`config.mk`:
```
export PLATFORM = sky130hd
export DESIGN_NAME = heap_build_engine_core_flat
export DESIGN_NICKNAME = d
export VERILOG_FILES = /design/src/rtl/hbe_pkg.sv /design/src/rtl/hbe_if.sv /design/src/rtl/hbe_store.sv /design/src/rtl/hbe_ctrl.sv /design/src/rtl/heap_build_engine_core.sv /design/src/flat_wrapper.sv
export VERILOG_INCLUDE_DIRS = /design/src /design/src/rtl
export SDC_FILE = /design/constraint.sdc
export NUM_CORES = 2
export LEC_CHECK = 0
export ABC_AREA = 1
export BUFFER_PORTS_ARGS = -buffer_cell sky130_fd_sc_hd__buf_4
export CORE_ASPECT_RATIO = 1.5
export CORE_MARGIN = 2
export CORE_UTILIZATION = 43
export DETAILED_ROUTE_END_ITERATION = 12
export SYNTH_ARGS = -nofsm -noshare
export SYNTH_HDL_FRONTEND = slang
export SYNTH_HIERARCHICAL = 1
export SYNTH_SLANG_ARGS = --single-unit
```
`constraint.sdc`:
```
create_clock -name clock -period 10.4 [get_ports clock]
set_clock_uncertainty 0.15 [all_clocks]
set_input_delay 0 -clock clock [delete_from_list [all_inputs] [get_ports clock]]
set_output_delay 0 -clock clock [all_outputs]
set_load 0.02 [all_outputs]
```
`src/rtl/heap_build_engine_core_defines.svh`:
```
// Assertion macros for the heap build engine.
`ifndef HEAP_BUILD_ENGINE_CORE_DEFINES_SVH
`define HEAP_BUILD_ENGINE_CORE_DEFINES_SVH

`ifndef SYNTHESIS

// Property must hold at every clock edge outside reset.
`define HBE_ASSERT(label, clk, rst, prop) \
   label: assert property (@(posedge clk) disable iff (rst) (prop)) \
      else $error("heap build engine: assertion failed");

// Expression must never be true outside reset.
`define HBE_ASSERT_NEVER(label, clk, rst, expr) \
   label: assert property (@(posedge clk) disable iff (rst) !(expr)) \
      else $error("heap build engine: forbidden condition seen");

`else

`define HBE_ASSERT(label, clk, rst, prop)

`define HBE_ASSERT_NEVER(label, clk, rst, expr)

`endif

`endif

```
`src/rtl/hbe_pkg.sv`:
```
package hbe_pkg;

   localparam int DEF_HEAP_CAPACITY = 64;
   localparam int DEF_DATA_WIDTH    = 32;

   typedef enum logic [2:0] {
      ST_LOAD,
      ST_SIFT_P,
      ST_SIFT_L,
      ST_SIFT_R,
      ST_SIFT_CMP,
      ST_SIFT_W,
      ST_EMIT_RD,
      ST_EMIT_LD
   } hbe_state_type;

   typedef struct packed {
      logic loading;
      logic sifting;
      logic emitting;
      logic store_write;
   } hbe_status_type;

endpackage

```
`src/rtl/hbe_if.sv`:
```
interface hbe_req_if #(
   parameter int DATA_WIDTH = hbe_pkg::DEF_DATA_WIDTH
);
   logic                         valid;
   logic                         ready;
   logic signed [DATA_WIDTH-1:0] element_value;
   logic                         is_last;

   modport source (output valid, output element_value, output is_last, input ready);
   modport sink   (input valid, input element_value, input is_last, output ready);
endinterface

interface hbe_rsp_if #(
   parameter int DATA_WIDTH = hbe_pkg::DEF_DATA_WIDTH
);
   logic                         valid;
   logic                         ready;
   logic signed [DATA_WIDTH-1:0] heap_value;
   logic                         heap_last;
   logic                         overflowed;

   modport source (output valid, output heap_value, output heap_last, output overflowed,
                   input ready);
   modport sink   (input valid, input heap_value, input heap_last, input overflowed,
                   output ready);
endinterface

```
`src/rtl/hbe_store.sv`:
```
module hbe_store #(
   parameter int HEAP_CAPACITY = hbe_pkg::DEF_HEAP_CAPACITY,
   parameter int DATA_WIDTH    = hbe_pkg::DEF_DATA_WIDTH,
   localparam int AW           = $clog2(HEAP_CAPACITY)
) (
   input  logic                  clock,
   input  logic                  wr_en,
   input  logic [AW-1:0]         wr_addr,
   input  logic [DATA_WIDTH-1:0] wr_data,
   input  logic                  rd_en,
   input  logic [AW-1:0]         rd_addr,
   output logic [DATA_WIDTH-1:0] rd_data
);

   logic [DATA_WIDTH-1:0] mem [HEAP_CAPACITY];
   logic [DATA_WIDTH-1:0] rd_data_ff;

   always_ff @(posedge clock) begin
      if (wr_en) begin
         mem[wr_addr] <= wr_data;
      end
   end

   // read data holds while no read is issued
   always_ff @(posedge clock) begin
      if (rd_en) begin
         rd_data_ff <= mem[rd_addr];
      end
   end

   assign rd_data = rd_data_ff;

endmodule

```
`src/rtl/hbe_ctrl.sv`:
```
module hbe_ctrl #(
   parameter int HEAP_CAPACITY = hbe_pkg::DEF_HEAP_CAPACITY,
   parameter int DATA_WIDTH    = hbe_pkg::DEF_DATA_WIDTH,
   localparam int AW           = $clog2(HEAP_CAPACITY)
) (
   input  logic                   clock,
   input  logic                   reset,
   hbe_req_if.sink                req_chan,
   hbe_rsp_if.source              rsp_chan,
   input  logic                   csr_write_en,
   input  logic                   csr_write_data,
   output logic                   mem_wr_en,
   output logic [AW-1:0]          mem_wr_addr,
   output logic [DATA_WIDTH-1:0]  mem_wr_data,
   output logic                   mem_rd_en,
   output logic [AW-1:0]          mem_rd_addr,
   input  logic [DATA_WIDTH-1:0]  mem_rd_data,
   output hbe_pkg::hbe_status_type status
);

   localparam logic [AW:0] CAP = (AW+1)'(HEAP_CAPACITY);

   hbe_pkg::hbe_state_type state_ff, state_in;

   logic [AW:0]           count_ff, count_in;
   logic                  drop_ff, drop_in;
   logic [AW-1:0]         build_ff, build_in;
   logic [AW-1:0]         pos_ff, pos_in;
   logic [AW-1:0]         best_ff, best_in;
   logic [AW-1:0]         emit_ff, emit_in;
   logic [DATA_WIDTH-1:0] parent_ff, parent_in;
   logic [DATA_WIDTH-1:0] left_ff, left_in;
   logic                  rvalid_ff, rvalid_in;
   logic                  order_ff;

   logic                  rsp_valid_ff, rsp_valid_in;
   logic [DATA_WIDTH-1:0] rsp_value_ff, rsp_value_in;
   logic                  rsp_last_ff, rsp_last_in;
   logic                  rsp_ovf_ff, rsp_ovf_in;

   // true when a belongs above b in the selected order
   function automatic logic ranks_above(input logic [DATA_WIDTH-1:0] a,
                                        input logic [DATA_WIDTH-1:0] b,
                                        input logic                  max_heap);
      logic gt;
      logic lt;
      gt = $signed(a) > $signed(b);
      lt = $signed(a) < $signed(b);
      return max_heap ? gt : lt;
   endfunction

   always_ff @(posedge clock) begin
      if (reset) begin
         state_ff     <= hbe_pkg::ST_LOAD;
         count_ff     <= '0;
         drop_ff      <= 1'b0;
         build_ff     <= '0;
         pos_ff       <= '0;
         order_ff     <= 1'b0;
         rsp_valid_ff <= 1'b0;
      end else begin
         state_ff     <= state_in;
         count_ff     <= count_in;
         drop_ff      <= drop_in;
         build_ff     <= build_in;
         pos_ff       <= pos_in;
         rsp_valid_ff <= rsp_valid_in;
         if (csr_write_en) begin
            order_ff <= csr_write_data;
         end
      end
   end

   always_ff @(posedge clock) begin
      best_ff      <= best_in;
      emit_ff      <= emit_in;
      parent_ff    <= parent_in;
      left_ff      <= left_in;
      rvalid_ff    <= rvalid_in;
      rsp_value_ff <= rsp_value_in;
      rsp_last_ff  <= rsp_last_in;
      rsp_ovf_ff   <= rsp_ovf_in;
   end

   always_comb begin
      logic [AW:0]           count_v;
      logic [AW+1:0]         left_idx;
      logic [AW+1:0]         right_idx;
      logic [AW+1:0]         wleft_idx;
      logic [AW+1:0]         count_ext;
      logic                  sift_done;
      logic                  left_wins;
      logic                  right_wins;
      logic [DATA_WIDTH-1:0] cand;
      logic                  can_load;

      state_in     = state_ff;
      count_in     = count_ff;
      drop_in      = drop_ff;
      build_in     = build_ff;
      pos_in       = pos_ff;
      best_in      = best_ff;
      emit_in      = emit_ff;
      parent_in    = parent_ff;
      left_in      = left_ff;
      rvalid_in    = rvalid_ff;
      rsp_valid_in = rsp_valid_ff && !rsp_chan.ready;
      rsp_value_in = rsp_value_ff;
      rsp_last_in  = rsp_last_ff;
      rsp_ovf_in   = rsp_ovf_ff;

      mem_wr_en    = 1'b0;
      mem_wr_addr  = pos_ff;
      mem_wr_data  = parent_ff;
      mem_rd_en    = 1'b0;
      mem_rd_addr  = pos_ff;

      count_v   = count_ff;
      count_ext = {1'b0, count_ff};
      left_idx  = {1'b0, pos_ff, 1'b1};
      right_idx = left_idx + (AW+2)'(1);
      wleft_idx = {1'b0, best_ff, 1'b1};
      sift_done = 1'b0;
      left_wins = ranks_above(left_ff, parent_ff, order_ff);
      cand      = left_wins ? left_ff : parent_ff;
      right_wins = rvalid_ff && ranks_above(mem_rd_data, cand, order_ff);
      can_load  = !rsp_valid_ff || rsp_chan.ready;

      case (state_ff)
         hbe_pkg::ST_LOAD: begin
            if (req_chan.valid) begin
               if (count_ff < CAP) begin
                  mem_wr_en   = 1'b1;
                  mem_wr_addr = count_ff[AW-1:0];
                  mem_wr_data = req_chan.element_value;
                  count_v     = count_ff + (AW+1)'(1);
               end else begin
                  drop_in = 1'b1;
               end
               count_in = count_v;
               if (req_chan.is_last) begin
                  build_in = AW'((count_v - (AW+1)'(1)) >> 1);
                  pos_in   = AW'((count_v - (AW+1)'(1)) >> 1);
                  state_in = hbe_pkg::ST_SIFT_P;
               end
            end
         end
         hbe_pkg::ST_SIFT_P: begin
            mem_rd_en   = 1'b1;
            mem_rd_addr = pos_ff;
            state_in    = hbe_pkg::ST_SIFT_L;
         end
         hbe_pkg::ST_SIFT_L: begin
            parent_in = mem_rd_data;
            if (left_idx < count_ext) begin
               mem_rd_en   = 1'b1;
               mem_rd_addr = left_idx[AW-1:0];
               state_in    = hbe_pkg::ST_SIFT_R;
            end else begin
               sift_done = 1'b1;
            end
         end
         hbe_pkg::ST_SIFT_R: begin
            left_in = mem_rd_data;
            if (right_idx < count_ext) begin
               mem_rd_en   = 1'b1;
               mem_rd_addr = right_idx[AW-1:0];
               rvalid_in   = 1'b1;
            end else begin
               rvalid_in = 1'b0;
            end
            state_in = hbe_pkg::ST_SIFT_CMP;
         end
         hbe_pkg::ST_SIFT_CMP: begin
            // ties keep the parent, and the left child over the right
            if (right_wins) begin
               mem_wr_en   = 1'b1;
               mem_wr_data = mem_rd_data;
               best_in     = right_idx[AW-1:0];
               state_in    = hbe_pkg::ST_SIFT_W;
            end else if (left_wins) begin
               mem_wr_en   = 1'b1;
               mem_wr_data = left_ff;
               best_in     = left_idx[AW-1:0];
               state_in    = hbe_pkg::ST_SIFT_W;
            end else begin
               sift_done = 1'b1;
            end
         end
         hbe_pkg::ST_SIFT_W: begin
            // sifted value drops into the child slot; parent_ff keeps it for the next level
            mem_wr_en   = 1'b1;
            mem_wr_addr = best_ff;
            mem_wr_data = parent_ff;
            pos_in      = best_ff;
            if (wleft_idx < count_ext) begin
               mem_rd_en   = 1'b1;
               mem_rd_addr = wleft_idx[AW-1:0];
               state_in    = hbe_pkg::ST_SIFT_R;
            end else begin
               sift_done = 1'b1;
            end
         end
         hbe_pkg::ST_EMIT_RD: begin
            mem_rd_en   = 1'b1;
            mem_rd_addr = emit_ff;
            state_in    = hbe_pkg::ST_EMIT_LD;
         end
         hbe_pkg::ST_EMIT_LD: begin
            if (can_load) begin
               rsp_valid_in = 1'b1;
               rsp_value_in = mem_rd_data;
               rsp_last_in  = ({1'b0, emit_ff} + (AW+1)'(1)) == count_ff;
               rsp_ovf_in   = drop_ff;
               if (({1'b0, emit_ff} + (AW+1)'(1)) == count_ff) begin
                  count_in = '0;
                  drop_in  = 1'b0;
                  state_in = hbe_pkg::ST_LOAD;
               end else begin
                  emit_in     = emit_ff + AW'(1);
                  mem_rd_en   = 1'b1;
                  mem_rd_addr = emit_ff + AW'(1);
               end
            end
         end
         default: begin
            state_in = hbe_pkg::ST_LOAD;
         end
      endcase

      if (sift_done) begin
         if (build_ff == '0) begin
            emit_in  = '0;
            state_in = hbe_pkg::ST_EMIT_RD;
         end else begin
            build_in = build_ff - AW'(1);
            pos_in   = build_ff - AW'(1);
            state_in = hbe_pkg::ST_SIFT_P;
         end
      end
   end

   assign req_chan.ready      = (state_ff == hbe_pkg::ST_LOAD);
   assign rsp_chan.valid      = rsp_valid_ff;
   assign rsp_chan.heap_value = rsp_value_ff;
   assign rsp_chan.heap_last  = rsp_last_ff;
   assign rsp_chan.overflowed = rsp_ovf_ff;

   assign status.loading     = (state_ff == hbe_pkg::ST_LOAD);
   assign status.emitting    = (state_ff == hbe_pkg::ST_EMIT_RD) ||
                               (state_ff == hbe_pkg::ST_EMIT_LD);
   assign status.sifting     = !status.loading && !status.emitting;
   assign status.store_write = mem_wr_en;

endmodule

```
`src/rtl/heap_build_engine_core.sv`:
```
// Heap build engine: loads a set of signed elements, turns it into a binary
// heap in place (bottom-up build) and streams the heap out in array order.
// req_chan carries element_value and is_last; elements are taken one per cycle
// while the engine is loading, up to HEAP_CAPACITY, and further ones are dropped
// and reported through overflowed on every result of that set. is_last starts
// the build; req_chan.ready stays low from then until the set has been read out.
// csr_write_data selects a min-heap (0) or a max-heap (1); write it while idle.
// Build: each node reads the parent, then the left and right children through the one
// read port of the element store, then compares; a swap adds a write-back step, and a
// further read and compare where the moved value still has a child.
// Readout: the first result is read from the store and loaded into the output register,
// then one per cycle from the registered store port, heap_last on the final element; a
// stall on rsp_chan holds the output register and the store read. Loading of
// the next set may start while the last result waits.
// Reset clears the count, the overflow flag, the mode and the output valid;
// the store itself is not cleared.
`include "heap_build_engine_core_defines.svh"

module heap_build_engine_core #(
   parameter int HEAP_CAPACITY = hbe_pkg::DEF_HEAP_CAPACITY,
   parameter int DATA_WIDTH    = hbe_pkg::DEF_DATA_WIDTH
) (
   input  logic      clock,
   input  logic      reset,
   hbe_req_if.sink   req_chan,
   hbe_rsp_if.source rsp_chan,
   input  logic      csr_write_en,
   input  logic      csr_write_data
);

   localparam int AW = $clog2(HEAP_CAPACITY);

   logic                   mem_wr_en;
   logic [AW-1:0]          mem_wr_addr;
   logic [DATA_WIDTH-1:0]  mem_wr_data;
   logic                   mem_rd_en;
   logic [AW-1:0]          mem_rd_addr;
   logic [DATA_WIDTH-1:0]  mem_rd_data;
   hbe_pkg::hbe_status_type status;
   logic                   load_write;
   logic                   req_fire;

   hbe_store #(
      .HEAP_CAPACITY (HEAP_CAPACITY),
      .DATA_WIDTH    (DATA_WIDTH)
   ) u_store (
      .clock   (clock),
      .wr_en   (mem_wr_en),
      .wr_addr (mem_wr_addr),
      .wr_data (mem_wr_data),
      .rd_en   (mem_rd_en),
      .rd_addr (mem_rd_addr),
      .rd_data (mem_rd_data)
   );

   hbe_ctrl #(
      .HEAP_CAPACITY (HEAP_CAPACITY),
      .DATA_WIDTH    (DATA_WIDTH)
   ) u_ctrl (
      .clock          (clock),
      .reset          (reset),
      .req_chan       (req_chan),
      .rsp_chan       (rsp_chan),
      .csr_write_en   (csr_write_en),
      .csr_write_data (csr_write_data),
      .mem_wr_en      (mem_wr_en),
      .mem_wr_addr    (mem_wr_addr),
      .mem_wr_data    (mem_wr_data),
      .mem_rd_en      (mem_rd_en),
      .mem_rd_addr    (mem_rd_addr),
      .mem_rd_data    (mem_rd_data),
      .status         (status)
   );

   assign load_write = status.loading && status.store_write;
   assign req_fire   = req_chan.valid && req_chan.ready;

   // readout must not disturb the store
   `HBE_ASSERT_NEVER(a_no_write_in_emit, clock, reset, status.emitting && status.store_write)
   // while loading, the store is written only by an accepted transaction
   `HBE_ASSERT(a_load_write_by_req, clock, reset, load_write |-> req_fire)
   // input is closed during build and readout
   `HBE_ASSERT(a_ready_only_loading, clock, reset, req_chan.ready |-> status.loading)

endmodule

```
`src/flat_wrapper.sv`:
```
// flat-port wrapper written by rule: the top's interface ports become plain ports
module heap_build_engine_core_flat 
#(
   parameter int HEAP_CAPACITY = hbe_pkg::DEF_HEAP_CAPACITY,
   parameter int DATA_WIDTH    = hbe_pkg::DEF_DATA_WIDTH
)
  (clock, reset, csr_write_en, csr_write_data, req_chan_valid, req_chan_element_value, req_chan_is_last, req_chan_ready, rsp_chan_valid, rsp_chan_heap_value, rsp_chan_heap_last, rsp_chan_overflowed, rsp_chan_ready);
  hbe_req_if #(.DATA_WIDTH(DATA_WIDTH)) req_chan_i ();
  hbe_rsp_if #(.DATA_WIDTH(DATA_WIDTH)) rsp_chan_i ();
  input  logic clock;
  input  logic reset;
  input  logic csr_write_en;
  input  logic csr_write_data;
  input wire logic [$bits(req_chan_i.valid)-1:0] req_chan_valid;
  input wire logic [$bits(req_chan_i.element_value)-1:0] req_chan_element_value;
  input wire logic [$bits(req_chan_i.is_last)-1:0] req_chan_is_last;
  output wire logic [$bits(req_chan_i.ready)-1:0] req_chan_ready;
  output wire logic [$bits(rsp_chan_i.valid)-1:0] rsp_chan_valid;
  output wire logic [$bits(rsp_chan_i.heap_value)-1:0] rsp_chan_heap_value;
  output wire logic [$bits(rsp_chan_i.heap_last)-1:0] rsp_chan_heap_last;
  output wire logic [$bits(rsp_chan_i.overflowed)-1:0] rsp_chan_overflowed;
  input wire logic [$bits(rsp_chan_i.ready)-1:0] rsp_chan_ready;
  assign req_chan_i.valid = req_chan_valid;
  assign req_chan_i.element_value = req_chan_element_value;
  assign req_chan_i.is_last = req_chan_is_last;
  assign req_chan_ready = req_chan_i.ready;
  assign rsp_chan_valid = rsp_chan_i.valid;
  assign rsp_chan_heap_value = rsp_chan_i.heap_value;
  assign rsp_chan_heap_last = rsp_chan_i.heap_last;
  assign rsp_chan_overflowed = rsp_chan_i.overflowed;
  assign rsp_chan_i.ready = rsp_chan_ready;
  heap_build_engine_core #(.HEAP_CAPACITY(HEAP_CAPACITY), .DATA_WIDTH(DATA_WIDTH)) u_core (.clock(clock), .reset(reset), .req_chan(req_chan_i), .rsp_chan(rsp_chan_i), .csr_write_en(csr_write_en), .csr_write_data(csr_write_data));
endmodule
```
==> results.cfg <==
[status]
status = finished clean

[floorplan]
die_h_um = 572.1
fp-row-count = 208
initial_core_util_pct = 43.25
fp.dieW_um = 382.7
io_pins = 75
die_area_sq_um = 219000
core-area_sq_um = 213900

[setup_path]
crit_top_cell = nand2_1
cp-end-kind = register
slowest_stage = nand4_1
start_kind = register
r2r_cells = 26
critPathKind = reg -> reg
crit_fanout = 34
critPathRequiredTime_ns = 10.71
slowest_delay_ns = 0.89
crit_arrival_ns = 8.95

[sta]
slew_violations = 0
fin_crit_sh_pct = 83.09
fin_ws_ns = 1.759
slew-limit-headroom_pct = 11.08
hold_violations = 0
max_freq_mhz = 115.7
rsz0062_at_grt = false
finalSetupViolCount = 0
fin_crit_ns = 8.641
worst_pin_slew_ns = 1.326
fin_tns_setup_ns = 0

[placed_design]
place_congestion = 0.9225
post-dp-hpwl_um = 146100
dp_slack_ns = 1.923
portBuffers = 74
post_dp_cell_area_sq_um = 96280

[route]
wl_um = 272300
drc_errors = 0
detail_route.wl_per_cell_um = 24.98
drt_iter0_markers = 7097
ant_nets = 0
vias = 62470
via_per_inst = 5.731
drtPass1Iterations = 10

[global_route]
grt_pass1_vias = 59820
grt_max_degree = 179
antenna_found_initial = 6
grt_usage_pct = 24.32
grt-ovfl-total = 0
grt_pass1_wl_um = 395600

[power_and_ir_drop]
peakVddDrop_mv = 0.4197
p_leak_nw = 36.13
p_per_area_nw_per_um2 = 352.0

[finish]
stdcell_area_sq_um = 102700
area_delta_synth_final_pct = 10.97
drive_gt1_share_pct = 8.112
final_nets = 8038
layout_commonest_cell = nand2_1
layout_common_cells = 2,533 x nand2_1, 2,185 x edfxtp_1, 1,940 x nand3_1

[clock_tree]
cts_buffer_depth = 4
insertion_delay_ns = 0.86
clkTransAtPathRegs_ns = 0.07
cts_resized = 0
cts_root_buf = clkbuf_16
clock_sinks = 2216
h-tree-depth = 4
cts_buffers = 201
cts_setup_buffers = 0
cts_tree = done

[logic_synthesis]
synth_cells = 7945
yosysWarnings = 6
netlist_area_sq_um = 92520
avgSynthCellArea_sq_um = 11.65
synth_nets = 8075

[worst_hold_path]
min_path_cells = 4
hold_class = in -> reg

[flow_run]
drv_cap = 0
-- stage by stage --
stage               power (W)  util (%)  cells  hold slack, ns
floorplan             0.02294         -   7945        -0.07153
global placement      0.02877     45.01  10530         0.04415
detailed placement    0.02892     45.01  10530         0.05139
CTS                   0.03612     47.99  10900         0.02035
global route          0.03786     47.99  10900         0.06921
finish                0.03614     48.00  10900         0.06603
-- layout make-up --
type | instances | area [sq um]
sequential | 2216 | 66230
antenna | 2 | 5.005
timing repair buffer | 249 | 2069
tap | 2835 | 3547
clock buffer | 241 | 5223
fill | 18860 | 111300
multi-input combinational | 5102 | 24020
clock inverter | 116 | 1016
inverter | 138 | 559.3
-- worst paths after layout --
| path | from | to | slack [ns] |
|---|---|---|---|
| max | u_core/u_ctrl/left_ff[31] | u_core/u_store/mem[11][20] | 1.76 |
| min | req_chan_element_value[16] | u_core/u_store/mem[10][16] | 0.07 |
| max reg2reg | u_core/u_ctrl/left_ff[31] | u_core/u_store/mem[11][20] | 1.76 |
| min reg2reg | u_core/u_ctrl/drop_ff | u_core/u_ctrl/rsp_chan.overflowed | 0.29 |
-- metal layers --
metal | share of wire, % | track usage [%] | vias up
li1 | - | - | 28080
met1 | 38 | 30.81 | 30900
met2 | 49 | 41.16 | 2853
met3 | 7.2 | 3.017 | 632
met4 | 5.3 | 12.29 | 4
met5 | 0.012 | 0 | -
-- worst max-delay path: cells and delay by family (launching register included) --
family | cells | cell delay [ns]
and+or+nand+nor | 17 | 4.34
AOI/OAI and AO/OA | 5 | 1.51
buffers and inverters | 2 | 1.09
adders and majority gates | 2 | 0.67
DFF | 1 | 0.42
-- power breakdown --
part           switching, W  internal [W]
Sequential         0.000269        0.0125
Clock               0.00324       0.00400
Combinational        0.0125       0.00369
Total                0.0160        0.0202
-- sequential cells by signal (all words and copies together) (netlist names) --
name and flops:
u_core/u_ctrl/best_ff 6, u_core/u_ctrl/build_ff 6, u_core/u_ctrl/count_ff 7, u_core/u_ctrl/drop_ff 1, u_core/u_ctrl/emit_ff 6, u_core/u_ctrl/left_ff 32, u_core/u_ctrl/order_ff 1, u_core/u_ctrl/parent_ff 32
u_core/u_ctrl/pos_ff 6, u_core/u_ctrl/rsp_chan.heap_last 1, u_core/u_ctrl/rsp_chan.heap_value 32, u_core/u_ctrl/rsp_chan.overflowed 1, u_core/u_ctrl/rsp_chan.valid 1, u_core/u_ctrl/rvalid_ff 1, u_core/u_ctrl/state_ff 3, u_core/u_store/mem 2048
u_core/u_store/rd_data 32
-- what timing repair did --
item                                   4_1_cts  5_1_grt
hold buffers                                15        0
endpoints found under the hold margin       91        0
setup endpoints to repair                    0        0
No activity file was read; power rests on OpenSTA's default activity.
